File: config.mk
export PLATFORM = sky130hd
export DESIGN_NAME = vertical_counter_key_debounce_unit
export DESIGN_NICKNAME = d
export VERILOG_FILES = /design/src/rtl/vckd_pkg.sv /design/src/rtl/vckd_csr.sv /design/src/rtl/vckd_kernel.sv /design/src/rtl/vertical_counter_key_debounce_unit.sv
export SDC_FILE = /design/constraint.sdc
export NUM_CORES = 1
export LEC_CHECK = 0
export BUFFER_PORTS_ARGS = -buffer_cell sky130_fd_sc_hd__buf_2
export CAP_MARGIN = 30
export CORE_ASPECT_RATIO = 0.6
export CORE_MARGIN = 2
export CORE_UTILIZATION = 56
export CTS_CLUSTER_SIZE = 30
export DETAILED_ROUTE_END_ITERATION = 8
export HOLD_SLACK_MARGIN = 0.06
export PLACE_DENSITY = 0.79
export SYNTH_ARGS = -nofsm -noshare
export SYNTH_HDL_FRONTEND = slang
export SYNTH_SLANG_ARGS = --single-unit
File: constraint.sdc
create_clock -name clock -period 5.7 [get_ports clock]
set_input_delay 0.285 -clock clock [delete_from_list [all_inputs] [get_ports clock]]
set_output_delay 0.285 -clock clock [all_outputs]
set_load 0.005 [all_outputs]
File: src/rtl/vckd_pkg.sv
// Package with the shared types and constants of the key debounce unit.
`timescale 1ns / 1ps

package vckd_pkg;

   localparam int KEY_COUNT = 8;
   localparam int TICK_WIDTH = 8;

   localparam logic [KEY_COUNT-1:0] KEY_ALL = 8'hFF;
   localparam logic [TICK_WIDTH-1:0] START_TICKS_RESET = 8'd50;
   localparam logic [TICK_WIDTH-1:0] NEXT_TICKS_RESET = 8'd20;

   typedef logic [KEY_COUNT-1:0] keys_type;
   typedef logic [TICK_WIDTH-1:0] ticks_type;

   // Request kinds carried on the request tuser field.
   typedef enum logic [2:0] {
      REQ_SAMPLE = 3'd0,
      REQ_PRESS  = 3'd1,
      REQ_REPEAT = 3'd2,
      REQ_STATE  = 3'd3,
      REQ_SHORT  = 3'd4,
      REQ_LONG   = 3'd5
   } req_kind_type;

   // Configuration register indexes.
   typedef enum logic [1:0] {
      CSR_INVERT_MASK  = 2'd0,
      CSR_REPEAT_EN    = 2'd1,
      CSR_START_TICKS  = 2'd2,
      CSR_NEXT_TICKS   = 2'd3
   } csr_index_type;

   typedef struct packed {
      keys_type  invert_mask;
      keys_type  repeat_enable_mask;
      ticks_type repeat_start_ticks;
      ticks_type repeat_next_ticks;
   } cfg_type;

   typedef struct packed {
      logic [2:0] req_type;
      keys_type   raw_keys;
      keys_type   query_mask;
   } cmd_type;

endpackage

File: src/rtl/vckd_csr.sv
// Configuration registers of the key debounce unit.
`timescale 1ns / 1ps

module vckd_csr (
   input  logic                  clock,
   input  logic                  reset,
   input  logic                  csr_valid,
   input  logic [1:0]            csr_index,
   input  logic [7:0]            csr_data,
   output logic                  csr_ready,
   output vckd_pkg::cfg_type     cfg
);

   vckd_pkg::cfg_type cfg_ff;
   vckd_pkg::cfg_type cfg_in;

   assign csr_ready = 1'b1;
   assign cfg = cfg_ff;

   always_comb begin
      cfg_in = cfg_ff;
      if (csr_valid) begin
         unique case (vckd_pkg::csr_index_type'(csr_index))
            vckd_pkg::CSR_INVERT_MASK: cfg_in.invert_mask = csr_data;
            vckd_pkg::CSR_REPEAT_EN:   cfg_in.repeat_enable_mask = csr_data;
            vckd_pkg::CSR_START_TICKS: cfg_in.repeat_start_ticks = csr_data;
            vckd_pkg::CSR_NEXT_TICKS:  cfg_in.repeat_next_ticks = csr_data;
            default: cfg_in = cfg_ff;
         endcase
      end
   end

   always_ff @(posedge clock) begin
      if (reset) begin
         cfg_ff.invert_mask <= '0;
         cfg_ff.repeat_enable_mask <= '0;
         cfg_ff.repeat_start_ticks <= vckd_pkg::START_TICKS_RESET;
         cfg_ff.repeat_next_ticks <= vckd_pkg::NEXT_TICKS_RESET;
      end else begin
         cfg_ff <= cfg_in;
      end
   end

endmodule

File: src/rtl/vckd_kernel.sv
// Debounce state, latches and repeat countdown, updated once per request.
`timescale 1ns / 1ps

module vckd_kernel (
   input  logic                  clock,
   input  logic                  reset,
   input  logic                  enable,
   input  vckd_pkg::cmd_type     cmd,
   input  vckd_pkg::cfg_type     cfg,
   output vckd_pkg::keys_type    answer
);

   vckd_pkg::keys_type  state_ff, state_in;
   vckd_pkg::keys_type  press_ff, press_in;
   vckd_pkg::keys_type  repeat_ff, repeat_in;
   vckd_pkg::keys_type  cnt_low_ff, cnt_low_in;
   vckd_pkg::keys_type  cnt_high_ff, cnt_high_in;
   vckd_pkg::ticks_type countdown_ff, countdown_in;

   vckd_pkg::keys_type  diff;
   vckd_pkg::keys_type  low_next;
   vckd_pkg::keys_type  high_next;
   vckd_pkg::keys_type  flip;
   vckd_pkg::keys_type  state_next;
   vckd_pkg::keys_type  held_repeat;
   vckd_pkg::ticks_type count_base;
   vckd_pkg::ticks_type count_dec;
   vckd_pkg::keys_type  press_hit;
   vckd_pkg::keys_type  repeat_hit;
   vckd_pkg::keys_type  short_mask;

   // Two-bit vertical counters: a key flips after four disagreeing samples.
   always_comb begin
      diff = state_ff ^ (cmd.raw_keys ^ cfg.invert_mask);
      low_next = ~(cnt_low_ff & diff) & vckd_pkg::KEY_ALL;
      high_next = low_next ^ (cnt_high_ff & diff);
      flip = diff & low_next & high_next;
      state_next = state_ff ^ flip;
      held_repeat = state_next & cfg.repeat_enable_mask;
      count_base = (held_repeat == '0) ? cfg.repeat_start_ticks : countdown_ff;
      count_dec = count_base - 8'd1;
      repeat_hit = cmd.query_mask & repeat_ff;
      short_mask = ~state_ff & cmd.query_mask;
      press_hit = cmd.query_mask & press_ff;
   end

   always_comb begin
      state_in = state_ff;
      press_in = press_ff;
      repeat_in = repeat_ff;
      cnt_low_in = cnt_low_ff;
      cnt_high_in = cnt_high_ff;
      countdown_in = countdown_ff;
      answer = '0;
      unique case (cmd.req_type)
         vckd_pkg::REQ_SAMPLE: begin
            cnt_low_in = low_next;
            cnt_high_in = high_next;
            state_in = state_next;
            press_in = press_ff | (state_next & flip);
            if (count_dec == '0) begin
               countdown_in = cfg.repeat_next_ticks;
               repeat_in = repeat_ff | held_repeat;
            end else begin
               countdown_in = count_dec;
            end
            answer = state_next;
         end
         vckd_pkg::REQ_PRESS: begin
            answer = press_hit;
            press_in = press_ff ^ press_hit;
         end
         vckd_pkg::REQ_REPEAT: begin
            answer = repeat_hit;
            repeat_in = repeat_ff ^ repeat_hit;
         end
         vckd_pkg::REQ_STATE: begin
            answer = cmd.query_mask & state_ff;
         end
         vckd_pkg::REQ_SHORT: begin
            answer = short_mask & press_ff;
            press_in = press_ff ^ (short_mask & press_ff);
         end
         vckd_pkg::REQ_LONG: begin
            // Repeat bits taken here select which press bits are taken.
            repeat_in = repeat_ff ^ repeat_hit;
            answer = repeat_hit & press_ff;
            press_in = press_ff ^ (repeat_hit & press_ff);
         end
         default: answer = '0;
      endcase
   end

   always_ff @(posedge clock) begin
      if (reset) begin
         state_ff <= '0;
         press_ff <= '0;
         repeat_ff <= '0;
         cnt_low_ff <= vckd_pkg::KEY_ALL;
         cnt_high_ff <= vckd_pkg::KEY_ALL;
         countdown_ff <= '0;
      end else if (enable) begin
         state_ff <= state_in;
         press_ff <= press_in;
         repeat_ff <= repeat_in;
         cnt_low_ff <= cnt_low_in;
         cnt_high_ff <= cnt_high_in;
         countdown_ff <= countdown_in;
      end
   end

endmodule

File: src/rtl/vertical_counter_key_debounce_unit.sv
// Top level of the eight-key debounce unit with auto-repeat.
//
//   channel  direction  payload
//   req      in         tuser: req_type[2:0]; tdata: raw_keys[7:0], query_mask[15:8]
//   rsp      out        tdata: key_bits[7:0]
//   csr      in         index[1:0] selects the register, data[7:0] is the value
//
// Each request is registered on accept, processed against the key state once
// the response register can take it, and the result is placed in the response
// register. One request is taken every cycle
// while responses drain; the response register is the only stall point.
// Reset is synchronous; it clears the key state, the latches and both
// valid flags and loads the configuration reset values.
`timescale 1ns / 1ps

module vertical_counter_key_debounce_unit (
   input  logic        clock,
   input  logic        reset,
   input  logic        req_tvalid,
   output logic        req_tready,
   input  logic [15:0] req_tdata,   // raw_keys[7:0], query_mask[15:8]
   input  logic [2:0]  req_tuser,   // req_type[2:0]
   output logic        rsp_tvalid,
   input  logic        rsp_tready,
   output logic [7:0]  rsp_tdata,   // key_bits[7:0]
   input  logic        csr_valid,
   output logic        csr_ready,
   input  logic [1:0]  csr_index,
   input  logic [7:0]  csr_data
);

   vckd_pkg::cfg_type  cfg;
   vckd_pkg::cmd_type  cmd_ff, cmd_in;
   logic               cmd_valid_ff, cmd_valid_in;
   logic               rsp_valid_ff, rsp_valid_in;
   vckd_pkg::keys_type rsp_data_ff, rsp_data_in;
   vckd_pkg::keys_type answer;
   logic               advance;
   logic               req_take;

   vckd_csr u_csr (
      .clock     (clock),
      .reset     (reset),
      .csr_valid (csr_valid),
      .csr_index (csr_index),
      .csr_data  (csr_data),
      .csr_ready (csr_ready),
      .cfg       (cfg)
   );

   vckd_kernel u_kernel (
      .clock  (clock),
      .reset  (reset),
      .enable (advance),
      .cmd    (cmd_ff),
      .cfg    (cfg),
      .answer (answer)
   );

   // The request register moves on whenever the response register can take it.
   assign advance = cmd_valid_ff && (!rsp_valid_ff || rsp_tready);
   assign req_tready = !cmd_valid_ff || advance;
   assign req_take = req_tvalid && req_tready;

   always_comb begin
      cmd_in = cmd_ff;
      if (req_take) begin
         cmd_in.req_type = req_tuser;
         cmd_in.raw_keys = req_tdata[7:0];
         cmd_in.query_mask = req_tdata[15:8];
      end
      cmd_valid_in = req_take || (cmd_valid_ff && !advance);
      rsp_valid_in = advance || (rsp_valid_ff && !rsp_tready);
      rsp_data_in = advance ? answer : rsp_data_ff;
   end

   always_ff @(posedge clock) begin
      if (reset) begin
         cmd_valid_ff <= 1'b0;
         rsp_valid_ff <= 1'b0;
      end else begin
         cmd_valid_ff <= cmd_valid_in;
         rsp_valid_ff <= rsp_valid_in;
      end
   end

   always_ff @(posedge clock) begin
      cmd_ff <= cmd_in;
      rsp_data_ff <= rsp_data_in;
   end

   assign rsp_tvalid = rsp_valid_ff;
   assign rsp_tdata = rsp_data_ff;

   a_ready_when_empty: assert property (@(posedge clock) disable iff (reset)
      !rsp_valid_ff |-> req_tready)
      else $error("request stalled while the response register is empty");

   a_accept_loads: assert property (@(posedge clock) disable iff (reset)
      req_take |=> cmd_valid_ff)
      else $error("accepted request was not registered");

   a_advance_fills: assert property (@(posedge clock) disable iff (reset)
      advance |=> rsp_valid_ff)
      else $error("processed request produced no response");

   a_reset_clears: assert property (@(posedge clock)
      reset |=> (!rsp_valid_ff && !cmd_valid_ff))
      else $error("valid flags not cleared by reset");

endmodule
==> run metrics, run 1 <==
status finished clean; DRT iter0 DRCs 337; hold_buf cts 0; starting density of the core 57.48%; main combinational cell family by area after synthesis simple AND/OR/NAND/NOR gates; Ys Warns 0; Post-Route WL 13150 microns; Final nets 639; Synth area leaders dfxtp_1, edfxtp_1, mux2i_1; crit path to u_kernel.countdown_ff[1]; Final Cell Area 0.005817 sq mm; reg-to-reg critical path endpoint u_kernel.countdown_ff[1]; gp weighted congestion 0.8925; Clk pin slew, worst setup/hold paths about 0.080 ns; TritonCTS clock tree built; slew margin rel. 34.15%; first-pass GRT wire length 20830 microns; fill count 745; CTS max path bufs 2; synthesized area 0.005243 sq mm; dpl hpwl 9322 microns; Comb pwr share a little over 8%; mux cell area share after synthesis 5.632%; Max VDD drop roughly 180 uV; mean post-synth cell area a little over 9 sq um; Area Overhead vs Synth 10.95%; Clock Power Share 39.4%; fraction of layout cells with a size suffix above 1 13.17%; placed standard-cell area 0.005497 sq mm; P_int 1.199 mW; crit-path max FO 17; Synth top cells by count dfxtp_1, nor2_1, nand2_1; Worst-Skew Late Latency 0.35 ns; Max Freq 205.7 MHz; post-synthesis adder-cell area fraction around 2.4%; CP arrival 5.11 ns; crit path time final approximately 5 ns; clock buffer count from CTS 9; vias per inst between 6 and 7; initial antenna violation count 0; Fin Clk Skew 0.01182 ns; worst reg-to-reg path cell count 14; Reg power frac 52.5%; area share of the largest cell type after synthesis 31.31%; drt wl/cell 18.36 microns; register area share after synthesis around 47%; area share of xor/xnor cells in the synthesized design 4.177%; fin cells 716; Die Wd 128.9 microns; most frequent cell after synthesis dfxtp_1; core box area 0.009121 sq mm; Ant. Diodes 0; Gate Count Post-Synth 570; IO Pins 45; synth unique cells between 50 and 60; final hold violation count 0; # port buffers between 40 and 50; CTS resizes 0; H-tree levels 3; CP Class register to register; final hold slack 0.09964 ns; Detail Route Antenna Nets 0; number of synthesized register bits roughly 110; clock sink count 109; Async SR Flop Fraction 0%; Syn Nets about 610; crit path from u_kernel.state_ff[0]; vias in the first global route 3920; period utilisation layout 85.30%; drt first pass iters 5; Yosys top cell by area dfxtp_1; TNS Setup 0 ns; Register Area between 0.002 and 0.0025 sq mm; Tot GR Track Use 26.92%; Startpoint Class register; Crit path required time 5.94 ns; compound-gate portion of the synthesized area 16.32%; reg2reg start u_kernel.state_ff[0]; net load switching power approximately 0.4 mW; FF-to-FF setup slack 0.84 ns; via count about 4400; CTS root buf clkbuf_16; max-slew violations 0; area of the multi-input gates 0.002601 sq mm; Cell Rows 27; GRT Residual Overflow 0; largest net degree at the start of global routing 85; Worst Hold Class input pin to register; EDFF count, synth 27; number of setup violations in the final report 0; max FFs per register 32; Placed Cells 699; Switching Fraction about 25%; die height 78.95 microns; Leak 2.186 nW; postcts setup bufs 0; Synth Flop Type dfxtp_1; RSZ-0062 raised after global routing false; Cell Pwr Density 275.1 mW/mm^2; Worst Tran Pin Value 0.9878 ns; Max-cap violations 0; simple-gate share of the synthesized area about a fifth; drt drc 0; CP Capture Type register; Die ar. 0.01018 sq mm
## per-layer routing
layer  up-vias  GRT usage, %  share of wire, %
met3        12         5.054                11
li1       2094             -                 -
met1      2048         43.02                49
met4         0         7.174              0.88
met2       265         36.56                40
met5         -             0                 0
## final cells by class
| type | instances | share of cell area (%) |
|---|---|---|
| Multi-Input combinational cell | 413 | 44.72 |
| Sequential cell | 109 | 42.16 |
| Timing Repair Buffer | 48 | 4.474 |
| Clock buffer | 11 | 4.367 |
| Tap cell | 116 | 2.495 |
| Inverter | 14 | 0.9034 |
| Clock inverter | 5 | 0.8819 |
## placed cells by master, fill, tap and decap left out, types with 6 or more instances in the layout
cell type,Yosys,final
nand2b_1,11,11
nor3_1,27,27
nand3_1,11,11
o21ai_0,20,20
ha_1,10,10
inv_1,14,14
a211oi_1,15,15
clkbuf_16,0,10
xor2_1,10,10
or2_2,6,6
nand3b_1,9,9
nor2b_1,13,13
o21bai_1,12,12
nor2_1,72,71
nand4b_1,8,8
nand2_1,47,47
xnor2_1,15,15
buf_2,4,43
a41oi_1,7,7
mux2i_1,27,27
edfxtp_1,27,27
dfxtp_1,82,82
a21oi_1,38,38
## kinds of logic (layout without fill, tap and decap cells)
group / Yosys count / count (layout)
and+or+nand+nor: 222 / 222
AOI/OAI and AO/OA: 126 / 126
DFF: 109 / 109
buffers and inverters: 48 / 78
muxes: 29 / 29
xor gates and xnor gates: 25 / 25
adders and majority gates: 10 / 10
other: 1 / 1
## worst min-delay path by stage
stage	start	endpoint	slack, ns	cells past startpoint
after floorplan	req_tdata[8]	cmd_ff[0]	0.38	0
after global placement	u_csr.cfg[1]	u_csr.cfg[1]	0.44	2
after detailed placement	u_csr.cfg[1]	u_csr.cfg[1]	0.46	2
after CTS	req_tdata[14]	cmd_ff[6]	0.09	1
after global routing	req_tdata[0]	cmd_ff[8]	0.09	1
final	req_tdata[14]	cmd_ff[6]	0.1	1
## critical path, stage by stage (launching register included)
cell	delay (ns)
dfxtp_1	0.45
xor2_1	0.24
xnor2_1	0.19
nor3_1	0.08
ha_1	0.33
nor2b_1	0.10
or4_1	0.59
nor2_2	0.50
mux2i_1	0.20
ha_1	0.36
o41ai_1	0.41
nand4b_1	0.22
o22ai_4	0.54
a2111oi_0	0.23
a311o_1	0.31
## power groups by stage
stage	sequential (mW)	combinational (mW)	clock, mW
after global routing	0.843	0.141	0.671
after detailed placement	0.857	0.125	0
after floorplan	0.844	0.0905	0
after global placement	0.856	0.122	0
final	0.840	0.129	0.631
after CTS	0.839	0.126	0.637
## stage by stage
stage	total power [mW]	worst slack (ns)	util (%)
3_3_place_gp	0.9780	1.076	60.26
4_1_cts	1.602	0.9074	63.61
5_1_grt	1.655	0.5166	63.77
2_1_floorplan	0.9345	1.644	-
3_5_place_dp	0.9820	0.9273	60.26
6_report	1.600	0.8379	63.77
Power figures use the tool's default switching activity.
==> inputs of run 2 (changes only) <==
--- a/config.mk
+++ b/config.mk
@@ -9,11 +9,11 @@
 export CAP_MARGIN = 30
 export CORE_ASPECT_RATIO = 0.6
 export CORE_MARGIN = 2
-export CORE_UTILIZATION = 56
+export CORE_UTILIZATION = 50
 export CTS_CLUSTER_SIZE = 30
 export DETAILED_ROUTE_END_ITERATION = 8
 export HOLD_SLACK_MARGIN = 0.06
-export PLACE_DENSITY = 0.79
+export PLACE_DENSITY = 0.72
 export SYNTH_ARGS = -nofsm -noshare
 export SYNTH_HDL_FRONTEND = slang
 export SYNTH_SLANG_ARGS = --single-unit
==> run 2 against run 1 <==
  * Power down 1.2%
  * Sequential cell count unchanged
  * Via count down 0.57%
  * Critical path depth up 2
  * Critical path type unchanged
  * Critical endpoint unchanged
==> run metrics, run 2 (synthesis gave the netlist of run 1 again) <==
commonest non-fill, non-tap cell in the layout dfxtp_1; gp weighted congestion 0.8675; total power 1.580 mW; Final nets 640; Max Freq 217.5 MHz; Reg power frac 53.1%; postcts setup bufs 0; number of setup violations in the final report 0; fill count 920; Comb pwr share 8.2%; fin cells 736; Detail Route Antenna Nets 0; Crit path required time 5.95 ns; core box area 0.01002 sq mm; CTS resizes 0; vias per inst 5.970; via count approximately 4400; die height about 83 microns; slew margin rel. 35.43%; Ant. Diodes 0; CP Capture Type register; Clk pin slew, worst setup/hold paths 0.08 ns; Cell Pwr Density 270.5 mW/mm^2; max-slew violations 0; CP Class register to register; Worst-Skew Late Latency 0.36 ns; first-pass GRT wire length ~21000 microns; IO Pins 45; RSZ-0062 raised after global routing false; crit path time final around 4.6 ns; P_int 1.174 mW; Final Cell Area 0.005843 sq mm; Post-Route WL 13470 microns; Die ar. 0.01135 sq mm; net load switching power between 0.4 and 0.5 mW; TNS Setup 0 ns; placed standard-cell area 0.005555 sq mm; max FFs per register 32; GRT Residual Overflow 0; dpl hpwl 9522 microns; crit-path max FO 17; starting density of the core 52.32%; Worst Tran Pin Value 0.9686 ns; clock buffer count from CTS 9; largest net degree at the start of global routing 85; Placed Cells 720; hold_buf cts 0; CP arrival 4.85 ns; drt wl/cell 18.30 microns; Cell Rows 28; Area Overhead vs Synth 11.46%; status finished clean; CTS max path bufs 2; Clock Power Share 38.6%; DRT iter0 DRCs 639; drt drc 0; fraction of layout cells with a size suffix above 1 13.31%; Fin Clk Skew 0.01276 ns; H-tree levels 3; Switching Fraction 25.70%; Max-cap violations 0; TritonCTS clock tree built; period utilisation layout 80.66%; most frequent cells in the layout dfxtp_1, nor2_1, nand2_1; Die Wd 136.2 microns; drt first pass iters 5; vias in the first global route a little under 4000; Worst Hold Class input pin to register; initial antenna violation count 0; Leak 2.188 nW; clock sink count 109; final design utilization between 50 and 60%; Tot GR Track Use 24.24%; Max VDD drop around 160 uV; CTS root buf clkbuf_16; Startpoint Class register; final hold violation count 0; # port buffers 43
[run 2: cell count changes in the layout (fill, tap and decap cells not counted), sizes merged]
cell / delta
clkbuf: -1
clkinv: +1
buf: +1
[run 2: final timing paths]
check / from / end / slack, ns / cells past startpoint
worst max register to register: u_kernel.state_ff[0] / u_kernel.countdown_ff[1] / 1.10 / 16
worst min-delay path: req_tdata[0] / cmd_ff[8] / 0.09 / 1
worst min register to register: u_csr.cfg[5] / u_csr.cfg[5] / 0.47 / 2
worst max-delay path: u_kernel.state_ff[0] / u_kernel.countdown_ff[1] / 1.10 / 16
[run 2: metrics by stage]
stage               hold WS (ns)  setup WS [ns]
floorplan                 0.3839          1.644
global placement          0.4429          1.310
detailed placement        0.4637          1.147
CTS                      0.08124          1.134
global route             0.07764         0.7916
finish                   0.09343          1.102
[run 2: power groups by stage]
stage	clock network [mW]	logic (mW)	registers (mW)
2_1_floorplan	0	0.0905	0.844
3_3_place_gp	0	0.122	0.857
3_5_place_dp	0	0.128	0.856
4_1_cts	0.622	0.129	0.839
5_1_grt	0.649	0.143	0.843
6_report	0.610	0.130	0.840
[run 2: critical path: stages (launching register included)]
cell,delay (ns)
dfxtp_1,0.48
xor2_1,0.22
xnor2_1,0.17
nor3_1,0.09
ha_1,0.33
nor2b_1,0.09
or4_1,0.59
nor2_2,0.14
buf_4,0.21
mux2i_1,0.28
ha_1,0.39
nand3b_1,0.11
o41ai_1,0.07
nand4b_1,0.24
o22ai_4,0.53
a2111oi_0,0.22
a311o_1,0.31
[run 2: layer usage]
metal  global-route usage, %  wire, microns  share of wire, %  up-vias
li1                        -              -                 -     2100
met1                   39.08           6825                51     2085
met2                   31.61           5350                40      188
met3                   5.189           1078               8.0       21
met4                   6.723            216               1.6        0
met5                       0              0                 0        -
[run 2: area by class of cell]
| type | instances | area, sq um | share of cell area [%] |
|---|---|---|---|
| Multi-Input combinational cell | 413 | 2601 | 44.52 |
| Timing Repair Buffer | 49 | 280.3 | 4.797 |
| Clock inverter | 6 | 58.81 | 1.006 |
| Inverter | 14 | 52.55 | 0.8994 |
| Tap cell | 135 | 168.9 | 2.891 |
| Clock buffer | 10 | 229.0 | 3.919 |
| Sequential cell | 109 | 2452 | 41.97 |
==> inputs of run 3 (changes only) <==
==> constraint.sdc (replaced) <==
create_clock -name clock -period 4.65 [get_ports clock]
set_input_delay 0.2325 -clock clock [delete_from_list [all_inputs] [get_ports clock]]
set_output_delay 0.2325 -clock clock [all_outputs]
set_load 0.005 [all_outputs]
==> run 3 against run 2 <==
  * Worst setup slack lost 0.70 ns
  * Routed wire length grew 1.8%
  * Sequential share of layout area shrank 1.5 points
  * Critical endpoint is now u_kernel.repeat_ff[7]
  * Global-route usage grew 0.62 points
  * Sequential cell count is the same
  * Clock power grew 29%
  * Clock skew is essentially flat
  * Non-clock buffer count grew 20
  * Hold slack lost 0.017 ns
==> run metrics, run 3 (synthesis gave the netlist of run 1 again) <==
drt wl/cell 18.14 microns; Comb pwr share 8.6%; Final nets 660; Worst Tran Pin Value 0.9858 ns; Crit-path slowest cell or4_1; fill count 853; Crit path required time 4.91 ns; Area Overhead vs Synth 15.49%; final hold violation count 0; final setup margin 0.3991 ns; Max VDD drop 222.0 uV; first-pass GRT wire length 21890 microns; TritonCTS clock tree built; number of setup violations in the final report 0; Tot GR Track Use 24.86%; Switching Fraction 24.62%; drt first pass iters 5; DRT iter0 DRCs between 400 and 500; H-tree levels 3; Die Wd 136.2 microns; P_int between 1 and 1.5 mW; # port buffers 43; gp weighted congestion between 0.9 and 1; pre-CTS WS around 0.45 ns; Reg power frac 51.7%; TNS Setup 0 ns; Leak 2.283 nW; crit-path cells xor2_1, xnor2_1, nor3_1, ha_1, nor2b_1, or4_1, nor2_2, mux2i_1, ha_1, nand3b_1, o41ai_1, nand4b_1, o22ai_4, buf_12, a41oi_1, a211oi_1; CTS max path bufs 2; Startpoint Class register; most frequent cells in the layout dfxtp_1, nor2_1, nand2_1; Max-cap violations 0; net load switching power between 0.4 and 0.5 mW; vias in the first global route 4194; Max Freq 235.2 MHz; starting density of the core 52.32%; CP arrival 4.51 ns; Ant. Diodes 0; Detail Route Antenna Nets 0; postcts setup bufs 0; Fin Clk Skew 0.01296 ns; Clock Power Share 39.7%; GRT Residual Overflow 0; drt drc 0; dpl hpwl 9724 microns; Clk pin slew, worst setup/hold paths 0.08 ns; die height 83.32 microns; Cell Pwr Density 328.3 mW/mm^2; core box area 0.01002 sq mm; CP Capture Type register; status finished clean; initial antenna violation count 0; via count 4486; final design utilization 60.43%; CTS root buf clkbuf_16; Worst path most repeated cell ha_1; Cell Rows 28; commonest non-fill, non-tap cell in the layout dfxtp_1; worst reg-to-reg path cell count 16; fraction of layout cells with a size suffix above 1 13.53%; Worst Hold Class input pin to register; Worst-Skew Late Latency 0.35 ns; crit-path max FO 12; largest net degree at the start of global routing 85; Post-Route WL 13710 microns; IO Pins between 40 and 50; slew margin rel. 34.13%; period utilisation layout 91.42%; WHS Path Cells 1; CTS resizes 0; CP Class register to register; Die ar. roughly 0.011 sq mm; clock sink count 109; RSZ-0062 raised after global routing false; clock buffer count from CTS 9; vias per inst 5.934; max-slew violations 0; max FFs per register 32; crit path time final 4.251 ns; Critical Path Max Stage Delay around 0.60 ns
run 3: area by class of cell:
class / instances / area [sq um] / share of cell area [%]
flip-flops and latches: 109 / 2452 / 40.50
repair buffers: 69 / 470.5 / 7.770
multi-input cells: 413 / 2601 / 42.96
clock inverters: 7 / 83.83 / 1.385
well taps: 135 / 168.9 / 2.790
inverters: 14 / 52.55 / 0.8679
clock buffers: 9 / 225.2 / 3.720
run 3: worst paths after layout:
check | from | endpoint | slack (ns)
setup / recovery | u_kernel.state_ff[6] | u_kernel.repeat_ff[7] | 0.40
hold / removal | req_tdata[7] | cmd_ff[15] | 0.08
setup reg to reg | u_kernel.state_ff[6] | u_kernel.repeat_ff[7] | 0.40
hold reg to reg | u_csr.cfg[1] | u_csr.cfg[1] | 0.46
run 3: through the flow:
| stage | hold slack, ns | power (mW) | instance area (sq um) | cells |
|---|---|---|---|---|
| after floorplan | 0.3314 | 1.145 | 5243 | 570 |
| after global placement | 0.4091 | 1.201 | 5570 | 723 |
| after detailed placement | 0.4106 | 1.207 | 5585 | 724 |
| after CTS | 0.06064 | 1.991 | 6035 | 754 |
| after global routing | 0.08212 | 2.056 | 6055 | 756 |
| final | 0.07611 | 1.988 | 6055 | 756 |
run 3: what timing repair did:
item	CTS	global route
hold endpoints to repair	14	2
hold buffers	14	2
endpoints found under the setup margin	0	0
run 3: per-layer routing:
layer / track usage [%] / vias up / routed length, microns
met5: 0 / - / 0
met4: 5.208 / 0 / 130
met3: 5.250 / 14 / 1077
met2: 35.40 / 190 / 5808
met1: 38.32 / 2140 / 6696
li1: - / 2142 / -
run 3: power groups by stage:
stage | combinational (mW) | clock (mW) | sequential (mW)
floorplan | 0.111 | 0 | 1.03
global placement | 0.154 | 0 | 1.05
finish | 0.172 | 0.789 | 1.03
global route | 0.189 | 0.837 | 1.03
detailed placement | 0.159 | 0 | 1.05
CTS | 0.168 | 0.796 | 1.03
run 3: worst max-delay path, delay by kind of cell, from the launching register on:
kind | cells | cell delay (ns)
flip-flops | 1 | 0.45
XOR/XNOR | 2 | 0.38
AND/OR/NAND/NOR | 6 | 1.34
buffers and inverters | 1 | 0.18
multiplexers | 1 | 0.30
AO/OA/AOI/OAI | 4 | 0.78
adder cells (fa/ha/maj) | 2 | 0.73
